## config.mk

```make
export PLATFORM = sky130hd
export DESIGN_NAME = sorted_deadline_timer_queue_top
export DESIGN_NICKNAME = d
export VERILOG_FILES = /design/src/hw/rtl/sdtq_pkg.sv /design/src/hw/rtl/sdtq_alu.sv /design/src/hw/rtl/sdtq_dl_mem.sv /design/src/hw/rtl/sorted_deadline_timer_queue_top.sv
export SDC_FILE = /design/constraint.sdc
export NUM_CORES = 2
export LEC_CHECK = 0
export BUFFER_PORTS_ARGS = -buffer_cell sky130_fd_sc_hd__buf_4
export CAP_MARGIN = 15
export CELL_PAD_IN_SITES_DETAIL_PLACEMENT = 1
export CELL_PAD_IN_SITES_GLOBAL_PLACEMENT = 1
export CORE_MARGIN = 2
export CORE_UTILIZATION = 52
export CTS_BUF_LIST = sky130_fd_sc_hd__clkbuf_8
export CTS_CLUSTER_DIAMETER = 40
export DETAILED_ROUTE_END_ITERATION = 8
export GPL_ROUTABILITY_DRIVEN = 1
export GPL_TIMING_DRIVEN = 0
export PLACE_DENSITY = 0.79
export SLEW_MARGIN = 20
export SYNTH_ARGS = -nofsm -noshare
export SYNTH_HDL_FRONTEND = slang
export SYNTH_SLANG_ARGS = --single-unit
export TNS_END_PERCENT = 20
```

## constraint.sdc

```tcl
create_clock -name clk -period 13.9 [get_ports clk]
set_clock_uncertainty 0.2 [all_clocks]
set_input_delay 2.085 -clock clk [delete_from_list [all_inputs] [get_ports clk]]
set_output_delay 2.085 -clock clk [all_outputs]
set_load 0.005 [all_outputs]
```

## src/hw/rtl/sdtq_pkg.sv

```systemverilog
// Shared constants, types and codes of the sorted deadline timer queue.
package sdtq_pkg;

  localparam int NUM_SLOTS = 16;
  localparam int SLOT_W    = $clog2(NUM_SLOTS);
  localparam int CNT_W     = SLOT_W + 1;
  localparam int DL_W      = 32;

  localparam logic [1:0] FN_TICK   = 2'd0;
  localparam logic [1:0] FN_ADD    = 2'd1;
  localparam logic [1:0] FN_SET    = 2'd2;
  localparam logic [1:0] FN_DELETE = 2'd3;

  localparam logic KIND_ACK    = 1'b0;
  localparam logic KIND_EXPIRY = 1'b1;

  typedef enum logic {
    ALU_ADD = 1'b0,
    ALU_SUB = 1'b1
  } alu_op_t;

  typedef struct packed {
    alu_op_t         op;
    logic [DL_W-1:0] a;
    logic [DL_W-1:0] b;
  } alu_req_t;

  typedef struct packed {
    logic [DL_W-1:0] sum;
    logic            carry;  // carry out on add, borrow on subtract
    logic            zero;
  } alu_rsp_t;

endpackage

```

## src/hw/rtl/sdtq_alu.sv

```systemverilog
// Shared 32-bit add/subtract unit used for tick increments, wrap checks, rebasing and compares.
module sdtq_alu (
  input  sdtq_pkg::alu_req_t req,
  output sdtq_pkg::alu_rsp_t rsp
);
  import sdtq_pkg::*;

  logic [DL_W:0] wide;

  always_comb begin
    if (req.op == ALU_SUB) begin
      wide = {1'b0, req.a} - {1'b0, req.b};
    end else begin
      wide = {1'b0, req.a} + {1'b0, req.b};
    end
    rsp.sum   = wide[DL_W-1:0];
    rsp.carry = wide[DL_W];
    rsp.zero  = (wide[DL_W-1:0] == '0);
  end

endmodule

```

## src/hw/rtl/sdtq_dl_mem.sv

```systemverilog
// Deadline store: one write port, one registered read port.
module sdtq_dl_mem (
  input  logic                            clk,
  input  logic                            we,
  input  logic [sdtq_pkg::SLOT_W-1:0]     waddr,
  input  logic [sdtq_pkg::DL_W-1:0]       wdata,
  input  logic [sdtq_pkg::SLOT_W-1:0]     raddr,
  output logic [sdtq_pkg::DL_W-1:0]       rdata
);
  import sdtq_pkg::*;

  logic [DL_W-1:0] mem [NUM_SLOTS];

  always_ff @(posedge clk) begin
    if (we) begin
      mem[waddr] <= wdata;
    end
    rdata <= mem[raddr];
  end

endmodule

```

## src/hw/rtl/sorted_deadline_timer_queue_top.sv

```systemverilog
// Sorted deadline timer queue: sequencer over a shared ALU and a deadline RAM.
// A tick scans the pending list and emits one expiry word per expired slot; add/set
// checks for wrap, rebases all pending deadlines on a wrap, writes the deadline and scans
// for its sorted place; delete and refused operations go straight to the acknowledge.
// One word is taken at a time, only in idle; a stalled output holds the sequencer.
// Reset (rst, synchronous) empties both lists, frees all slots, zeros the count.
module sorted_deadline_timer_queue_top (
  input  logic        clk,
  input  logic        rst,
  input  logic        s_tvalid,
  output logic        s_tready,
  input  logic [39:0] s_tdata,   // slot_index[3:0], delay_ticks[35:4], zero pad
  input  logic [1:0]  s_tuser,   // func[1:0]
  output logic        m_tvalid,
  input  logic        m_tready,
  output logic [39:0] m_tdata,   // ok[0], slot_out[4:1], tick_count[36:5], zero pad
  output logic [0:0]  m_tuser,   // result_kind[0]
  output logic        m_tlast
);
  import sdtq_pkg::*;

  typedef enum logic [12:0] {
    S_IDLE     = 13'b0000000000001,
    S_DECODE   = 13'b0000000000010,
    S_WRAP     = 13'b0000000000100,
    S_RB_RD    = 13'b0000000001000,
    S_RB_WR    = 13'b0000000010000,
    S_WR       = 13'b0000000100000,
    S_SC_RD    = 13'b0000001000000,
    S_SC_CMP   = 13'b0000010000000,
    S_TICK_RD  = 13'b0000100000000,
    S_TICK_CMP = 13'b0001000000000,
    S_EMIT     = 13'b0010000000000,
    S_SHIFT    = 13'b0100000000000,
    S_OUT      = 13'b1000000000000
  } state_t;

  state_t state;

  logic [1:0]        func_q;
  logic [3:0]        slot_q;
  logic [DL_W-1:0]   delay_q;
  logic [DL_W-1:0]   now;
  logic [DL_W-1:0]   dnew;
  logic              busy [NUM_SLOTS];
  logic              expd [NUM_SLOTS];
  logic [SLOT_W-1:0] po   [NUM_SLOTS];
  logic [SLOT_W-1:0] eo   [NUM_SLOTS];
  logic [CNT_W-1:0]  pc;
  logic [CNT_W-1:0]  ec;
  logic [SLOT_W-1:0] ap;
  logic [SLOT_W-1:0] sel;
  logic              mv;
  logic [CNT_W-1:0]  pos_p;
  logic [CNT_W-1:0]  idx;
  logic [CNT_W-1:0]  dcnt;
  logic              res_ok;
  logic [3:0]        res_slot;

  alu_req_t          areq;
  alu_rsp_t          arsp;
  logic              mem_we;
  logic [SLOT_W-1:0] mem_waddr;
  logic [DL_W-1:0]   mem_wdata;
  logic [DL_W-1:0]   rdata;
  logic [SLOT_W-1:0] idx_lo;

  logic              free_found;
  logic [SLOT_W-1:0] free_s;
  logic [SLOT_W-1:0] cand;
  logic              p_found;
  logic [CNT_W-1:0]  p_pos;
  logic              e_found;
  logic [CNT_W-1:0]  e_pos;
  logic [SLOT_W-1:0] slot_lo;
  logic              slot_oor;
  logic              out_free;
  logic              out_load;
  logic              sc_hit;

  logic [SLOT_W-1:0] rm_po  [NUM_SLOTS];
  logic [SLOT_W-1:0] ins_po [NUM_SLOTS];
  logic [SLOT_W-1:0] sh_po  [NUM_SLOTS];
  logic [SLOT_W-1:0] re_eo  [NUM_SLOTS];

  sdtq_alu u_alu (
    .req (areq),
    .rsp (arsp)
  );

  sdtq_dl_mem u_mem (
    .clk   (clk),
    .we    (mem_we),
    .waddr (mem_waddr),
    .wdata (mem_wdata),
    .raddr (po[idx_lo]),
    .rdata (rdata)
  );

  assign idx_lo   = idx[SLOT_W-1:0];
  assign slot_lo  = slot_q[SLOT_W-1:0];
  assign slot_oor = (32'(slot_q) >= NUM_SLOTS);
  assign s_tready = (state == S_IDLE);
  assign out_free = !m_tvalid || m_tready;
  assign out_load = out_free && (state == S_EMIT || state == S_OUT);
  assign sc_hit   = arsp.carry || ((idx >= pos_p) && arsp.zero);

  // Pick the shared unit's operands for the current step.
  always_comb begin
    areq.op = ALU_ADD;
    areq.a  = now;
    areq.b  = 32'd1;
    unique case (state)
      S_WRAP: begin
        areq.a = delay_q;
        areq.b = now;
      end
      S_RB_WR: begin
        areq.op = ALU_SUB;
        areq.a  = rdata;
        areq.b  = now;
      end
      S_SC_CMP: begin
        areq.op = ALU_SUB;
        areq.a  = dnew;
        areq.b  = rdata;
      end
      S_TICK_CMP: begin
        areq.op = ALU_SUB;
        areq.a  = now;
        areq.b  = rdata;
      end
      default: begin
        areq.op = ALU_ADD;
      end
    endcase
  end

  always_comb begin
    mem_we    = 1'b0;
    mem_waddr = sel;
    mem_wdata = dnew;
    if (state == S_RB_WR) begin
      mem_we    = 1'b1;
      mem_waddr = po[idx_lo];
      mem_wdata = arsp.sum;
    end else if (state == S_WR) begin
      mem_we = 1'b1;
    end
  end

  // Round-robin free slot, and positions of the addressed slot in both lists.
  always_comb begin
    free_found = 1'b0;
    free_s     = '0;
    cand       = '0;
    p_found    = 1'b0;
    p_pos      = '0;
    e_found    = 1'b0;
    e_pos      = '0;
    for (int k = NUM_SLOTS - 1; k >= 0; k--) begin
      cand = ap + SLOT_W'(k);
      if (!busy[cand]) begin
        free_found = 1'b1;
        free_s     = cand;
      end
    end
    for (int i = NUM_SLOTS - 1; i >= 0; i--) begin
      if (CNT_W'(i) < pc && po[i] == slot_lo) begin
        p_found = 1'b1;
        p_pos   = CNT_W'(i);
      end
      if (CNT_W'(i) < ec && eo[i] == slot_lo) begin
        e_found = 1'b1;
        e_pos   = CNT_W'(i);
      end
    end
  end

  // List edits: drop at pos_p, insert at idx, drop the first dcnt, drop at e_pos.
  always_comb begin
    for (int i = 0; i < NUM_SLOTS; i++) begin
      if (CNT_W'(i) < pos_p || i == NUM_SLOTS - 1) begin
        rm_po[i] = po[i];
      end else begin
        rm_po[i] = po[(i + 1) % NUM_SLOTS];
      end
      if (CNT_W'(i) < idx) begin
        ins_po[i] = po[i];
      end else if (CNT_W'(i) == idx) begin
        ins_po[i] = sel;
      end else begin
        ins_po[i] = po[(i + NUM_SLOTS - 1) % NUM_SLOTS];
      end
      if (32'(i) + 32'(dcnt) < NUM_SLOTS) begin
        sh_po[i] = po[(32'(i) + 32'(dcnt)) % NUM_SLOTS];
      end else begin
        sh_po[i] = po[i];
      end
      if (CNT_W'(i) < e_pos || i == NUM_SLOTS - 1) begin
        re_eo[i] = eo[i];
      end else begin
        re_eo[i] = eo[(i + 1) % NUM_SLOTS];
      end
    end
  end

  // Output valid: load a new word, or drop the one taken by the receiver.
  always_ff @(posedge clk) begin
    if (rst) begin
      m_tvalid <= 1'b0;
    end else if (out_load) begin
      m_tvalid <= 1'b1;
    end else if (m_tready) begin
      m_tvalid <= 1'b0;
    end
  end

  always_ff @(posedge clk) begin
    if (rst) begin
      state    <= S_IDLE;
      now      <= '0;
      pc       <= '0;
      ec       <= '0;
      ap       <= '0;
      for (int i = 0; i < NUM_SLOTS; i++) begin
        busy[i] <= 1'b0;
        expd[i] <= 1'b0;
      end
    end else begin
      unique case (state)
        S_IDLE: begin
          if (s_tvalid) begin
            func_q  <= s_tuser;
            slot_q  <= s_tdata[3:0];
            delay_q <= s_tdata[35:4];
            state   <= S_DECODE;
          end
        end
        S_DECODE: begin
          unique case (func_q)
            FN_TICK: begin
              now      <= arsp.sum;
              idx      <= '0;
              res_ok   <= 1'b1;
              res_slot <= '0;
              state    <= S_TICK_RD;
            end
            FN_ADD: begin
              res_ok <= 1'b0;
              if (!free_found || pc >= CNT_W'(NUM_SLOTS)) begin
                res_slot <= '0;
                state    <= S_OUT;
              end else begin
                sel          <= free_s;
                res_slot     <= 4'(free_s);
                mv           <= 1'b0;
                pos_p        <= pc;
                busy[free_s] <= 1'b1;
                expd[free_s] <= 1'b0;
                ap           <= free_s + SLOT_W'(1);
                state        <= S_WRAP;
              end
            end
            FN_SET: begin
              res_ok   <= 1'b0;
              res_slot <= slot_q;
              if (!slot_oor && busy[slot_lo] && expd[slot_lo]) begin
                if (e_found) begin
                  eo <= re_eo;
                  ec <= ec - CNT_W'(1);
                end
                if (e_found && pc < CNT_W'(NUM_SLOTS)) begin
                  expd[slot_lo] <= 1'b0;
                  sel           <= slot_lo;
                  mv            <= 1'b0;
                  pos_p         <= pc;
                  state         <= S_WRAP;
                end else begin
                  state <= S_OUT;
                end
              end else if (!slot_oor && busy[slot_lo] && p_found) begin
                sel   <= slot_lo;
                mv    <= 1'b1;
                pos_p <= p_pos;
                state <= S_WRAP;
              end else begin
                state <= S_OUT;
              end
            end
            FN_DELETE: begin
              res_slot <= slot_q;
              state    <= S_OUT;
              if (!slot_oor && busy[slot_lo] && expd[slot_lo] && e_found) begin
                eo            <= re_eo;
                ec            <= ec - CNT_W'(1);
                busy[slot_lo] <= 1'b0;
                expd[slot_lo] <= 1'b0;
                res_ok        <= 1'b1;
              end else begin
                res_ok <= 1'b0;
              end
            end
            default: begin
              res_ok   <= 1'b0;
              res_slot <= slot_q;
              state    <= S_OUT;
            end
          endcase
        end
        S_WRAP: begin
          idx <= '0;
          if (arsp.carry) begin
            state <= S_RB_RD;
          end else begin
            dnew  <= arsp.sum;
            state <= S_WR;
          end
        end
        S_RB_RD: begin
          if (idx == pc) begin
            now   <= '0;
            dnew  <= delay_q;
            state <= S_WR;
          end else begin
            state <= S_RB_WR;
          end
        end
        S_RB_WR: begin
          idx   <= idx + CNT_W'(1);
          state <= S_RB_RD;
        end
        S_WR: begin
          if (mv) begin
            po <= rm_po;
            pc <= pc - CNT_W'(1);
          end
          idx   <= '0;
          state <= S_SC_RD;
        end
        S_SC_RD: begin
          if (idx == pc) begin
            po     <= ins_po;
            pc     <= pc + CNT_W'(1);
            res_ok <= 1'b1;
            state  <= S_OUT;
          end else begin
            state <= S_SC_CMP;
          end
        end
        S_SC_CMP: begin
          if (sc_hit) begin
            po     <= ins_po;
            pc     <= pc + CNT_W'(1);
            res_ok <= 1'b1;
            state  <= S_OUT;
          end else begin
            idx   <= idx + CNT_W'(1);
            state <= S_SC_RD;
          end
        end
        S_TICK_RD: begin
          if (idx == pc || idx == CNT_W'(NUM_SLOTS)) begin
            dcnt  <= idx;
            idx   <= '0;
            state <= (idx == '0) ? S_OUT : S_EMIT;
          end else begin
            state <= S_TICK_CMP;
          end
        end
        S_TICK_CMP: begin
          if (!arsp.carry) begin
            idx   <= idx + CNT_W'(1);
            state <= S_TICK_RD;
          end else begin
            dcnt  <= idx;
            idx   <= '0;
            state <= (idx == '0) ? S_OUT : S_EMIT;
          end
        end
        S_EMIT: begin
          // Hold until the output register frees up.
          if (out_free) begin
            m_tuser[0] <= KIND_EXPIRY;
            m_tdata    <= {3'b000, now, 4'(po[idx_lo]), 1'b1};
            m_tlast    <= (idx + CNT_W'(1) == dcnt);
            expd[po[idx_lo]] <= 1'b1;
            if (ec < CNT_W'(NUM_SLOTS)) begin
              eo[ec[SLOT_W-1:0]] <= po[idx_lo];
              ec                 <= ec + CNT_W'(1);
            end
            idx <= idx + CNT_W'(1);
            if (idx + CNT_W'(1) == dcnt) begin
              state <= S_SHIFT;
            end
          end
        end
        S_SHIFT: begin
          po    <= sh_po;
          pc    <= pc - dcnt;
          state <= S_IDLE;
        end
        S_OUT: begin
          if (out_free) begin
            m_tuser[0] <= KIND_ACK;
            m_tdata    <= {3'b000, now, res_slot, res_ok};
            m_tlast    <= 1'b1;
            state      <= S_IDLE;
          end
        end
        default: begin
          state <= S_IDLE;
        end
      endcase
    end
  end

endmodule
```

# Word level (Yosys, flattened, before mapping)
# Memories as Yosys holds them, arrays and structs flattened. A register that Yosys moved wholly into a read port is not among the register bits.
# Cells that the tools add are included.
# totals
regBits	325
mem_bits_rw	544
in_bits	46
out_inout_bits	44
elab_cells	816
mem_count	3
# classes
n_addsub	39
magnitude_cmp	117
n_eq_ne	118
mux	364
bitwise_logic	23
n_reduce_logical	100
# mem_list
memory	words	width	rd	rd_ports_with_merged_regs	wr	line	text
u_mem.mem	16	32	1	1	1	sdtq_dl_mem.sv:12	logic [DL_W-1:0] mem [NUM_SLOTS];
busy	16	1	17	2	16	sorted_deadline_timer_queue_top.sv:45	logic busy [NUM_SLOTS];
expd	16	1	1	1	16	sorted_deadline_timer_queue_top.sv:46	logic expd [NUM_SLOTS];
# ops
op	count
two-way mux 4 bit	146
greater-or-equal comparator 33 x 5 -> 1 bit, second input constant	16
inverter 4 -> 33 bit	16
two-way mux 64 bit	8
one-hot mux 64 bit (4 select lines)	2
less-than comparator 32 x 5 -> 1 bit, second input constant	15
binary-select mux 4 bit (select 4 bit)	17
one-hot mux 64 bit (2 select lines)	2
two-way mux 5 bit	49
less-than comparator 4 x 5 -> 1 bit, first input constant	38
two-way mux 13 bit	13
two-way mux 32 bit	5
one-hot mux 13 bit (12 select lines)	1
equality test 4 bit	32
one-hot mux 32 bit (2 select lines)	2
AND reduction 7 bit	16
less-than comparator 3 x 5 -> 1 bit, first input constant	20
two-way mux 1 bit	97
inequality test 2 bit, second input constant	42
two-way mux 40 bit	2
one-hot mux 40 bit (2 select lines)	1
bitwise mux 64 bit	1
one-hot mux 13 bit (4 select lines)	1
less-than comparator 1 x 5 -> 1 bit, first input constant	10
74 further kinds	209

# Depth between registers and ports, before layout
# logic_depth
word_depth	29
ltp_mapped	33
ltp_nobuf	28

# Cells and area by module
# From an unflattened synthesis, not the netlist that was laid out.
# hier_totals
hier_cells	3975
hier_area_um2	49915.4
# modules_own_cells
mod	n_inst	cells_per_inst	area_each_um2
sorted_deadline_timer_queue_top	1	2736	27383.8
sdtq_dl_mem	1	838	19835.3
sdtq_alu	1	401	2696.3

# Worst setup path before layout
# No wires, ideal clock.
# synth_path
path_type	register to register
start	register state[10]
end	register dnew[0] (enable)
setup_time_ns	0.421
arrival_time_ns	6.905
path_slack_ns	6.374
stages_incl_launch_ff	29
cell_sequence	dfxtp_1 > or3_1 > or4_1 > clkbuf_1 > nor2_2 > clkbuf_1 > clkbuf_1 > nand2_1 > nand3_1 > inv_1 > ha_1 > o31ai_1 > a21oi_1 > nand3_1 > nand2_1 > nand2_1 > o21ai_0 > a32o_1 > ha_1 > clkbuf_1 > nand2_1 > or3_1 > a2111oi_2 > o21ai_0 > a21boi_0 > a211o_1 > and2_1 > a22oi_1 > nor2_1
# synth_between
elab_chain_cells	6
word_cells_on_any_way	15
# synth_rtl
element	line	text
start: declaration	sorted_deadline_timer_queue_top.sv:38	state_t state;
start signal: assignment	sorted_deadline_timer_queue_top.sv:366	state <= (idx == '0) ? S_OUT : S_EMIT;
equality test 13 x 10 -> 1 bit, or another cell as far along	sorted_deadline_timer_queue_top.sv:113	unique case (state)
one-hot mux 64 bit (4 select lines) / OR reduction 3 bit (equally long branches)	--	
adder 32 x 32 -> 33 bit, or another cell as far along	sdtq_alu.sv:14	wide = {1'b0, req.a} + {1'b0, req.b};
two-way mux 33 bit	sdtq_alu.sv:11	if (req.op == ALU_SUB) begin
inequality test 2 bit (no source line)	--	
AND reduction 4 bit (no source line) *	--	
end signal: assignment	sorted_deadline_timer_queue_top.sv:316	dnew <= arsp.sum;
end signal: assignment	sorted_deadline_timer_queue_top.sv:323	dnew <= delay_q;
end: declaration	sorted_deadline_timer_queue_top.sv:44	logic [DL_W-1:0] dnew;
# Mark *: on every way between the ends. The rest lies on a longest branch, timed or not.
# A chain may end at the register's enable or synchronous reset.

# Worst setup path after layout
# layout_path
start	register state[10]
end	register po[10] (netlist bit) (enable)
# layout_between
elab_chain_cells	9
word_cells_on_any_way	23
# layout_rtl
element	line	text
equality test 13 x 10 -> 1 bit, or another cell as far along	sorted_deadline_timer_queue_top.sv:113	
one-hot mux 64 bit (4 select lines) / OR reduction 3 bit (equally long branches)	--	
adder 32 x 32 -> 33 bit, or another cell as far along	sdtq_alu.sv:14	
two-way mux 33 bit	sdtq_alu.sv:11	
logical NOT 32 bit	sdtq_alu.sv:18	rsp.zero = (wide[DL_W-1:0] == '0);
logical AND 1 bit	sorted_deadline_timer_queue_top.sv:106	assign sc_hit = arsp.carry || ((idx >= pos_p) && arsp.zero);
logical OR 1 bit	sorted_deadline_timer_queue_top.sv:106	
inequality test 2 bit (no source line)	--	
AND reduction 7 bit (no source line) *	--	
end signal: assignment	sorted_deadline_timer_queue_top.sv:335	po <= rm_po;
end signal: assignment	sorted_deadline_timer_queue_top.sv:343	po <= ins_po;
end signal: assignment	sorted_deadline_timer_queue_top.sv:353	po <= ins_po;
end: declaration	sorted_deadline_timer_queue_top.sv:47	logic [SLOT_W-1:0] po [NUM_SLOTS];
# Marked as above.

==> metrics.md <==
| Metric | Value |
|---|---|
| Cell mode on critical path | `clkbuf_1` |
| Synthesized area | `roughly 50000 um^2` |
| Placed cell areas | `between 50000 and 60000 um^2` |
| Vias/cell | `about 7` |
| Fin crit period | `10.54 ns` |
| First-pass GRT wire length | `290 mm` |
| Final Setup Violations | `0` |
| Critical Path Max Stage Delay | `just under 0.9 ns` |
| Avg WL per Cell | `between 30 and 40 um` |
| R2r worst-path depth | `32` |
| Pin count of the biggest net entering global routing | `24` |
| Clock Path Buffers | `3` |
| Area Overhead vs Synth | `13.5%` |
| Outcome | `finished, final reports clean` |
| # hold bufs at CTS | `0` |
| CTS Sinks | `906` |
| Core Area | `96400 um^2` |
| CTS tree | `built` |
| Clk_lat worst skew | `approximately 0.91 ns` |
| Initial antenna violation count | `4` |
| Sequential area share after synthesis | `approximately half` |
| Seq. cell area | `roughly 26000 um^2` |
| Tcrit/Tclk final | `75.8%` |
| Unique masters post-synth | `around 110` |
| Count leader, synth | `edfxtp_1` |
| Global route total overflow | `0` |
| Hold path endpoint | `m_tdata[32]` |
| Syn Area/Cell | `roughly 12 um^2` |
| CTS Buf Count | `161` |
| Final Max Slew Viols | `0` |
| Post-CTS Repair Setup Buffers | `0` |
| Rel. slew slack | `13.6%` |
| Flop-to-flop setup slack | `3.36 ns` |
| # DRC | `0` |
| RSZ-0062 raised after global routing | `false` |
| Die footprint | `roughly 99000 um^2` |
| Fmax | `approximately 0.095 GHz` |
| Final wirelength | `202 mm` |
| DIE WIDTH | `315 um` |
| Static leakage | `roughly 20 nW` |
| Area occupied by multi-input gates | `23100 um^2` |
| Hold path depth | `0` |
| Design area | `about 57000 um^2` |
| Hold_sp | `now[27]` |
| Setup crit end kind | `register` |
| CP Launch Type | `register` |
| Final Util | `approximately three fifths` |
| Die Y-Extent | `~320 um` |
| Clk root buf | `clkbuf_8` |
| Worst EP arrival | `approximately 11 ns` |
| First drt pass iteration count | `8` |
| Worst-margin pin slew | `about 1.3 ns` |
| Post-DP HPWL | `roughly 150 mm` |
| Vias | `slightly above 40k` |
| Fill count | `9679` |
| VDD IR max | `around 0.13 mV` |
| Worst setup path class | `reg2reg` |
| R2r endpoint | `po[10]` |
| Slowest stage cell, crit path | `nor3_1` |
| CTS HTree Levels | `4` |
| Row count | `114` |
| Final antenna-violating net count | `0` |
| Nets | `4458` |
| Effective utilization at floorplan | `between 50% and 60%` |
| Largest fanout on the critical path | `10` |
| Critical Path RT | `~14 ns` |
| Top post-synthesis cells by area | `edfxtp_1 48%, mux4_2 16%, dfxtp_1 4.0%, nand2_1 3.9%, a21oi_1 2.5%` |
| PwrDens | `101 nW/um^2` |
| Yosys top cell by area | `edfxtp_1` |
| Post-cts gate resize count | `0` |
| Routability Congestion | `around 1.1` |
| Warnings from Yosys | `0` |
| Layout cell share with drive strength beyond 1 | `around a fifth` |
| Synthesized flop and latch total | `between 900 and 1k` |
| Synth cell count leaders | `806 x edfxtp_1, 530 x nand2_1, 353 x mux4_2` |
| Drt initial violations | `around 6.2k` |
| Total negative slack | `0 ns` |
| Ys flop type | `edfxtp_1` |
| CTS clock-pin slew for the worst setup and hold paths | `~0.07 ns` |
| I/O pins | `90` |
| Max Cap Viol | `0` |
| Top cell type's share of synthesized area | `roughly half` |
| Min-delay worst type | `reg2reg` |
| Fraction of registers with async set/reset | `0%` |
| GRT Util Overall | `40.8%` |
| Syn Inst Count | `between 4k and 5k` |
| Number of global-route vias before repair | `just over 40k` |
| IO Port Bufs | `82` |
| Final Hold Fails | `0` |
| Origin of the critical flop-to-flop path | `state[10]` |
| EDFF count, synth | `roughly 810` |
[critical path: cells and delay by family (launching register included)]
| family | cells | cell delay (ns) |
|---|---|---|
| flops | 1 | 0.38 |
| buf+inv | 7 | 1.97 |
| fa+ha+maj | 2 | 0.49 |
| compound gates | 9 | 2.01 |
| simple gates | 13 | 4.60 |
| xor+xnor | 1 | 0.48 |
[layout make-up]
class / instances / area share, %
Tap cell: 1276 / 2.79
Clock inverter: 114 / 1.31
Clock buffer: 184 / 4.43
Inverter: 68 / 0.446
Antenna cell: 4 / 0.0175
Timing Repair Buffer: 134 / 2.82
Buffer: 276 / 1.97
Sequential cell: 906 / 45.8
Multi-Input combinational cell: 2789 / 40.4
[routing by layer]
metal / global-route usage (%) / vias up / part of all wire (%)
met2: 61.5 / 3133 / 45
met5: 0 / - / 0.0079
met3: 12.4 / 749 / 13
li1: - / 16300 / -
met4: 20.6 / 2 / 6.0
met1: 53.7 / 20600 / 37
[stage by stage]
stage               cells  hold WS, ns  setup WS [ns]  total power (W)
floorplan            4039        0.203           6.37          0.00315
global placement     5397        0.223           2.98          0.00323
detailed placement   5448        0.223           3.74          0.00324
CTS                  5746        0.269           3.65          0.00577
global route         5750        0.290           3.18          0.00589
finish               5751        0.295           3.36          0.00576
[power by group]
group / internal [W] / switching (W)
registers: 0.00295 / 0.0000307
logic: 0.0000827 / 0.000134
clock network: 0.00134 / 0.00122
[cells in the final DEF, fill, tap and decap left out, drive strengths merged, types with 16 or more instances in the layout]
cell,n
a22o,39
a211oi,26
nor2,318
inv,124
and3,21
or3,17
nand2b,25
a21oi,248
a31oi,27
o21bai,37
o22ai,22
a21o,54
edfxtp,806
nor2b,21
nand4,33
mux4,353
clkinv,40
nand3,76
dfxtp,100
xnor2,102
and2,17
a222oi,32
nor3,58
o211ai,16
ha,74
nand2,530
mux2i,81
o31ai,19
o21ai,156
nor4,31
clkbuf,388
mux2,18
xor2,100
buf,206
[cell families (layout without fill, tap and decap cells)]
| family | count (synthesis) | after routing | share of synthesized area (%) |
|---|---|---|---|
| buffers and inverters | 344 | 776 | 2.71 |
| flip-flops | 906 | 906 | 52.0 |
| XOR/XNOR | 202 | 202 | 3.56 |
| AO/OA/AOI/OAI | 834 | 834 | 11.1 |
| adder cells (fa/ha/maj) | 76 | 76 | 1.92 |
| multiplexers | 452 | 452 | 17.8 |
| other | 1 | 7 | 0.00744 |
| AND/OR/NAND/NOR | 1222 | 1222 | 10.9 |
[worst max path at each step]
stage	startpoint	end	slack (ns)
after global placement	state[10]	dnew[22]	2.98
after CTS	state[10]	po[40]	3.65
after global routing	state[10]	po[10]	3.18
final	state[10]	po[10]	3.36
after detailed placement	state[10]	po[40]	3.74
after floorplan	state[10]	dnew[0]	6.37
[flip-flops by register name, summed over array words and instances (netlist names), 5 cells and up, named ones only]
register	flops
eo	64
now	32
po	64
expd	16
idx	5
pc	5
ec	5
delay_q	32
u_mem.rdata	32
u_mem.mem	512
dnew	32
pos_p	5
state	13
busy	16
dcnt	5
m_tdata	37
(Power assumes the default switching activity.)
